<file path="config.mk">
export PLATFORM = sky130hd
export DESIGN_NAME = ccr_queue
export DESIGN_NICKNAME = d
export VERILOG_FILES = /design/src/ccr_pkg.sv /design/src/ccr_queue.sv
export SDC_FILE = /design/constraint.sdc
export NUM_CORES = 1
export LEC_CHECK = 0
export BUFFER_PORTS_ARGS = -buffer_cell sky130_fd_sc_hd__buf_2
export CORE_MARGIN = 2
export CORE_UTILIZATION = 60
export CTS_CLUSTER_DIAMETER = 40
export DETAILED_ROUTE_END_ITERATION = 16
export GPL_TIMING_DRIVEN = 0
export PLACE_DENSITY = 0.83
export SYNTH_ARGS = -nofsm -noshare
export SYNTH_HDL_FRONTEND = slang
export SYNTH_SLANG_ARGS = --single-unit
</file>
<file path="constraint.sdc">
create_clock -name clk -period 19.5 [get_ports clk]
set_clock_uncertainty 0.2 [all_clocks]
set_input_delay 3.9 -clock clk [delete_from_list [all_inputs] [get_ports clk]]
set_output_delay 3.9 -clock clk [all_outputs]
set_load 0.01 [all_outputs]
</file>
<file path="src/ccr_pkg.sv">
`timescale 1ns / 1ps
package ccr_pkg;

  localparam logic [1:0] ST_OK    = 2'd0;
  localparam logic [1:0] ST_HORIZ = 2'd1;
  localparam logic [1:0] ST_SAME  = 2'd2;
  localparam logic [1:0] ST_SMALL = 2'd3;

  localparam int QDEPTH     = 4;
  localparam int QAW        = $clog2(QDEPTH);
  localparam int DIV_STEPS  = 64;
  localparam int ROOT_STEPS = 32;

  typedef struct packed {
    logic signed [31:0] first_x;
    logic signed [31:0] first_y;
    logic signed [31:0] second_x;
    logic signed [31:0] second_y;
    logic        [30:0] radius;
  } in_item_t;

  typedef struct packed {
    logic signed [31:0] center_a_x;
    logic signed [31:0] center_a_y;
    logic signed [31:0] center_b_x;
    logic signed [31:0] center_b_y;
    logic        [1:0]  status;
  } out_item_t;

  typedef struct packed {
    logic signed [31:0] mx;
    logic signed [31:0] my;
    logic [1:0]         status;
    logic               neg;
    logic               dxz;
  } side_t;

  typedef struct packed {
    side_t       side;
    logic [63:0] sq;
    logic [63:0] h;
    logic [63:0] d;
  } job_t;

endpackage

</file>
<file path="src/ccr_queue.sv">
`timescale 1ns / 1ps
module ccr_queue (
  input  logic          clk,
  input  logic          rst_n,
  input  logic          push,
  input  ccr_pkg::job_t wdata,
  output logic          full,
  input  logic          pop,
  output logic          empty,
  output ccr_pkg::job_t rdata
);

  ccr_pkg::job_t                 mem_r [ccr_pkg::QDEPTH];
  logic [ccr_pkg::QAW-1:0]       wp_r;
  logic [ccr_pkg::QAW-1:0]       rp_r;
  logic [ccr_pkg::QAW:0]         cnt_r;
  logic [ccr_pkg::QAW:0]         cnt_nxt;
  logic                          do_push;
  logic                          do_pop;

  assign full    = (cnt_r == (ccr_pkg::QAW+1)'(ccr_pkg::QDEPTH));
  assign empty   = (cnt_r == '0);
  assign do_push = push && !full;
  assign do_pop  = pop && !empty;
  assign rdata   = mem_r[rp_r];

  always_comb begin
    cnt_nxt = cnt_r;
    if (do_push && !do_pop) begin
      cnt_nxt = cnt_r + 1'b1;
    end else if (do_pop && !do_push) begin
      cnt_nxt = cnt_r - 1'b1;
    end
  end

  always_ff @(posedge clk) begin
    if (!rst_n) begin
      wp_r  <= '0;
      rp_r  <= '0;
      cnt_r <= '0;
    end else begin
      cnt_r <= cnt_nxt;
      if (do_push) begin
        wp_r <= wp_r + 1'b1;
      end
      if (do_pop) begin
        rp_r <= rp_r + 1'b1;
      end
    end
  end

  always_ff @(posedge clk) begin
    if (do_push) begin
      mem_r[wp_r] <= wdata;
    end
  end

endmodule

</file>
==> metrics.md <==
| Metric | Value |
|---|---|
| Adder and majority cell fraction of the synthesized area | 0.217% |
| Worst IR Drop VDD | 0.000126 V |
| Proportion of synthesized chip area in sequential cells | 82.7% |
| Main combinational cell family by area after synthesis | multiplexers |
| Power per cell area | approximately 140 mW/mm² |
| Total count of max-transition violations in the final report | 0 |
| TritonCTS Buffers | 114 |
| Static leakage | 15.5 nW |
| Synth async-reset ratio | 0% |
| Post-DP HPWL | 52500 µm |
| Total overflow reported by the global router | 0 |
| Level count of the clock H-tree | 3 |
| Number of antenna violations at the first check in global routing | 36 |
| Synth Flop Type | sky130_fd_sc_hd__edfxtp_1 |
| Setup-failing EPs final | 0 |
| Biggest area consumer among synthesized cells | sky130_fd_sc_hd__edfxtp_1 |
| Final period util | 36.6% |
| Crit. End Element | primary output |
| Share of synthesized cell area in and, or, nand and nor gates | less than 1% |
| Routability congestion estimate | 0.780 |
| Mean instance size in the synthesized netlist | 27.0 µm² |
| Starting utilization of the core area | about three fifths |
| Detailed-router iteration count before antenna repair | 5 |
| Transition time at the pin with the least slew margin | 0.934 ns |
| Skew-Pair Late Insertion Delay | about 0.66 ns |
| Proportion of layout cells with a drive suffix above 1 | between 40% and 50% |
| Synthesized instance count | 1406 |
| Nets@finish | about 2300 |
| Number of cells traversed by the worst hold path | 2 |
| Highest-count cells in the layout ignoring fill and taps | sky130_fd_sc_hd__edfxtp_1, sky130_fd_sc_hd__buf_2, sky130_fd_sc_hd__mux4_2 |
| Net count after synthesis | 1676 |
| Xor and xnor area share after synthesis | 0.0922% |
| Dpl cell area | 0.0422 mm² |
| EDFF count, synth | 1040 |
| Finished Cell Area | 0.0461 mm² |
| Number of I/O port buffers | 524 |
| Number of library cell types mapped by synthesis | 22 |
| Height of the die | 256 µm |
| Depth of the most critical reg-to-reg path | 6 |
| Worst-path fanout max | 10 |
| Worst-case clock buffer depth | 3 |
| Pin count of the biggest net entering global routing | 60 |
| CP required | between 15 and 20 ns |
| Synthesized flop and latch total | 1049 |
| Io pins | 526 |
| Placement Setup Slack | 12.93 ns |
| Clock transition at the register clock pins on the worst setup and hold paths after CTS | 0.06 ns |
| Critical path startpoint category | flip-flop |
| Cells resized by post-CTS repair | 0 |
| Initial drt markers | 1665 |
| Global-route wire length before repair | 129000 µm |
| Post CTS Setup Buffer Count | 0 |
| Worst max-slew margin expressed relative to the limit | between 30% and 40% |
| Row cnt | 92 |
| CTS tree | yes |
| Via-to-Cell Ratio | 6.09 |
| Routed WL per cell | 29.6 µm |
| Horiz. Die Dim | 256 µm |
| Top cells by area, synth | sky130_fd_sc_hd__edfxtp_1, sky130_fd_sc_hd__mux4_2, sky130_fd_sc_hd__buf_6, sky130_fd_sc_hd__dfxtp_1, sky130_fd_sc_hd__buf_2 |
| Vias after detailed routing | about 18000 |
| Number of warning messages in the yosys log | 0 |
| Data arrival at the endpoint of the critical path | 3.03 ns |
| Crit path time final | 7.13 ns |
| Number of sinks handled by clock tree synthesis | ~1000 |
| Wire length after detailed routing | ~90000 µm |
| Number of max-cap violations | 0 |
| Classification of the worst-slack hold path | flip-flop to flip-flop |
| Status | complete, no violations |
| Classification of the worst setup path | flip-flop to primary output |
| Root buf cell | sky130_fd_sc_hd__clkbuf_16 |
| Core footprint | 0.0629 mm² |
| Post-layout utilization of the core | 73.4% |
| Post-route DRC | 0 |
| Number of nets still failing antenna checks after routing | 0 |
| Number of buffers inserted by hold repair at cts | 0 |
| Area fraction in compound gates after synthesis | 0.0758% |
| Syn-to-layout area delta | 21.4% |
| Commonest non-fill, non-tap cell in the layout | sky130_fd_sc_hd__edfxtp_1 |
| Final hold violations | 0 |
| Accumulated negative setup slack | 0 ns |
| Share of cell area taken by muxes after synthesis | between 10% and 20% |
| RSZ-0062 raised after global routing | no |
| Via count of the first global-routing pass | 19500 |
| Yosys top cell area share | 82.2% |
| Max Freq | about 0.14 GHz |
| GR Util All Layers | 27.2% |
| Final worst-path setup slack | 12.37 ns |
| Post-Synthesis Cell Area | 0.0380 mm² |
| Die footprint | 0.0653 mm² |
-- cell usage after synthesis (2+ instances only) --
cell type                  number
sky130_fd_sc_hd__xnor2_1        3
sky130_fd_sc_hd__edfxtp_1    1040
sky130_fd_sc_hd__clkbuf_1      10
sky130_fd_sc_hd__mux2i_1        3
sky130_fd_sc_hd__buf_6         23
sky130_fd_sc_hd__dfxtp_1        9
sky130_fd_sc_hd__mux4_2       260
sky130_fd_sc_hd__buf_2         27
sky130_fd_sc_hd__nor2b_1        2
sky130_fd_sc_hd__nand2_1        4
sky130_fd_sc_hd__inv_1          3
sky130_fd_sc_hd__and2_1         8
sky130_fd_sc_hd__ha_1           5
-- stage by stage --
step | total power, mW | instances | hold WS (ns)
final | 6.48 | 3034 | 0.343
after global placement | 4.35 | 2776 | 0.279
after CTS | 6.52 | 3007 | 0.342
after detailed placement | 4.32 | 2795 | 0.310
after global routing | 6.69 | 3032 | 0.358
after floorplan | 3.78 | 1406 | 0.268
-- registers in the layout, summed over array words and instances (netlist names), named ones only --
name   flops
cnt_r      3
wp_r       2
rp_r       2
mem_r   1040
-- worst paths after layout --
check	startpoint	endpoint	slack [ns]
worst max-delay path	flip-flop	rdata[222]	12.37
worst min-delay path	wp_r[0]	wp_r[0]	0.34
worst max register to register	cnt_r[0]	mem_r[2][165]	16.22
worst min register to register	wp_r[0]	wp_r[0]	0.34
-- worst max-delay path, cell delays in order, from the launching register on --
cell and delay, ns:
sky130_fd_sc_hd__dfxtp_1 0.31, sky130_fd_sc_hd__buf_2 0.33, sky130_fd_sc_hd__clkbuf_1 0.60, sky130_fd_sc_hd__buf_2 0.46
sky130_fd_sc_hd__mux4_2 0.46, sky130_fd_sc_hd__buf_2 0.19
-- per-layer routing --
layer	vias to the layer above	GRT usage (%)	wire, µm
li1	7519	-	-
met1	9670	32.6	30200
met2	1044	46.3	48000
met3	221	6.85	7470
met4	22	13.5	4080
met5	-	0	138
-- cell type report --
| class | instances | area (µm²) |
|---|---|---|
| timing repair buffer | 543 | 3140 |
| inverter | 3 | 11.3 |
| sequential | 1049 | 31400 |
| fill | 3354 | 16700 |
| clock inverter | 79 | 918 |
| tap | 846 | 1060 |
| multi-input combinational | 294 | 6140 |
| clock buffer | 133 | 2950 |
| buffer | 60 | 432 |
| antenna | 27 | 67.6 |
-- logic make-up after synthesis --
group | Yosys count
DFF | 1049
muxes | 263
buffers and inverters | 63
and+or+nand+nor | 17
adders and majority gates | 6
AOI/OAI and AO/OA | 4
xor gates and xnor gates | 4
-- power breakdown --
| group | leakage, nW | internal (mW) | switching (mW) |
|---|---|---|---|
| registers | 9.61 | 2.74 | 0.0700 |
| clock network | 1.86 | 1.27 | 0.894 |
| logic | 4.08 | 0.684 | 0.828 |
| total | 15.5 | 4.69 | 1.79 |
(Power assumes the default switching activity.)
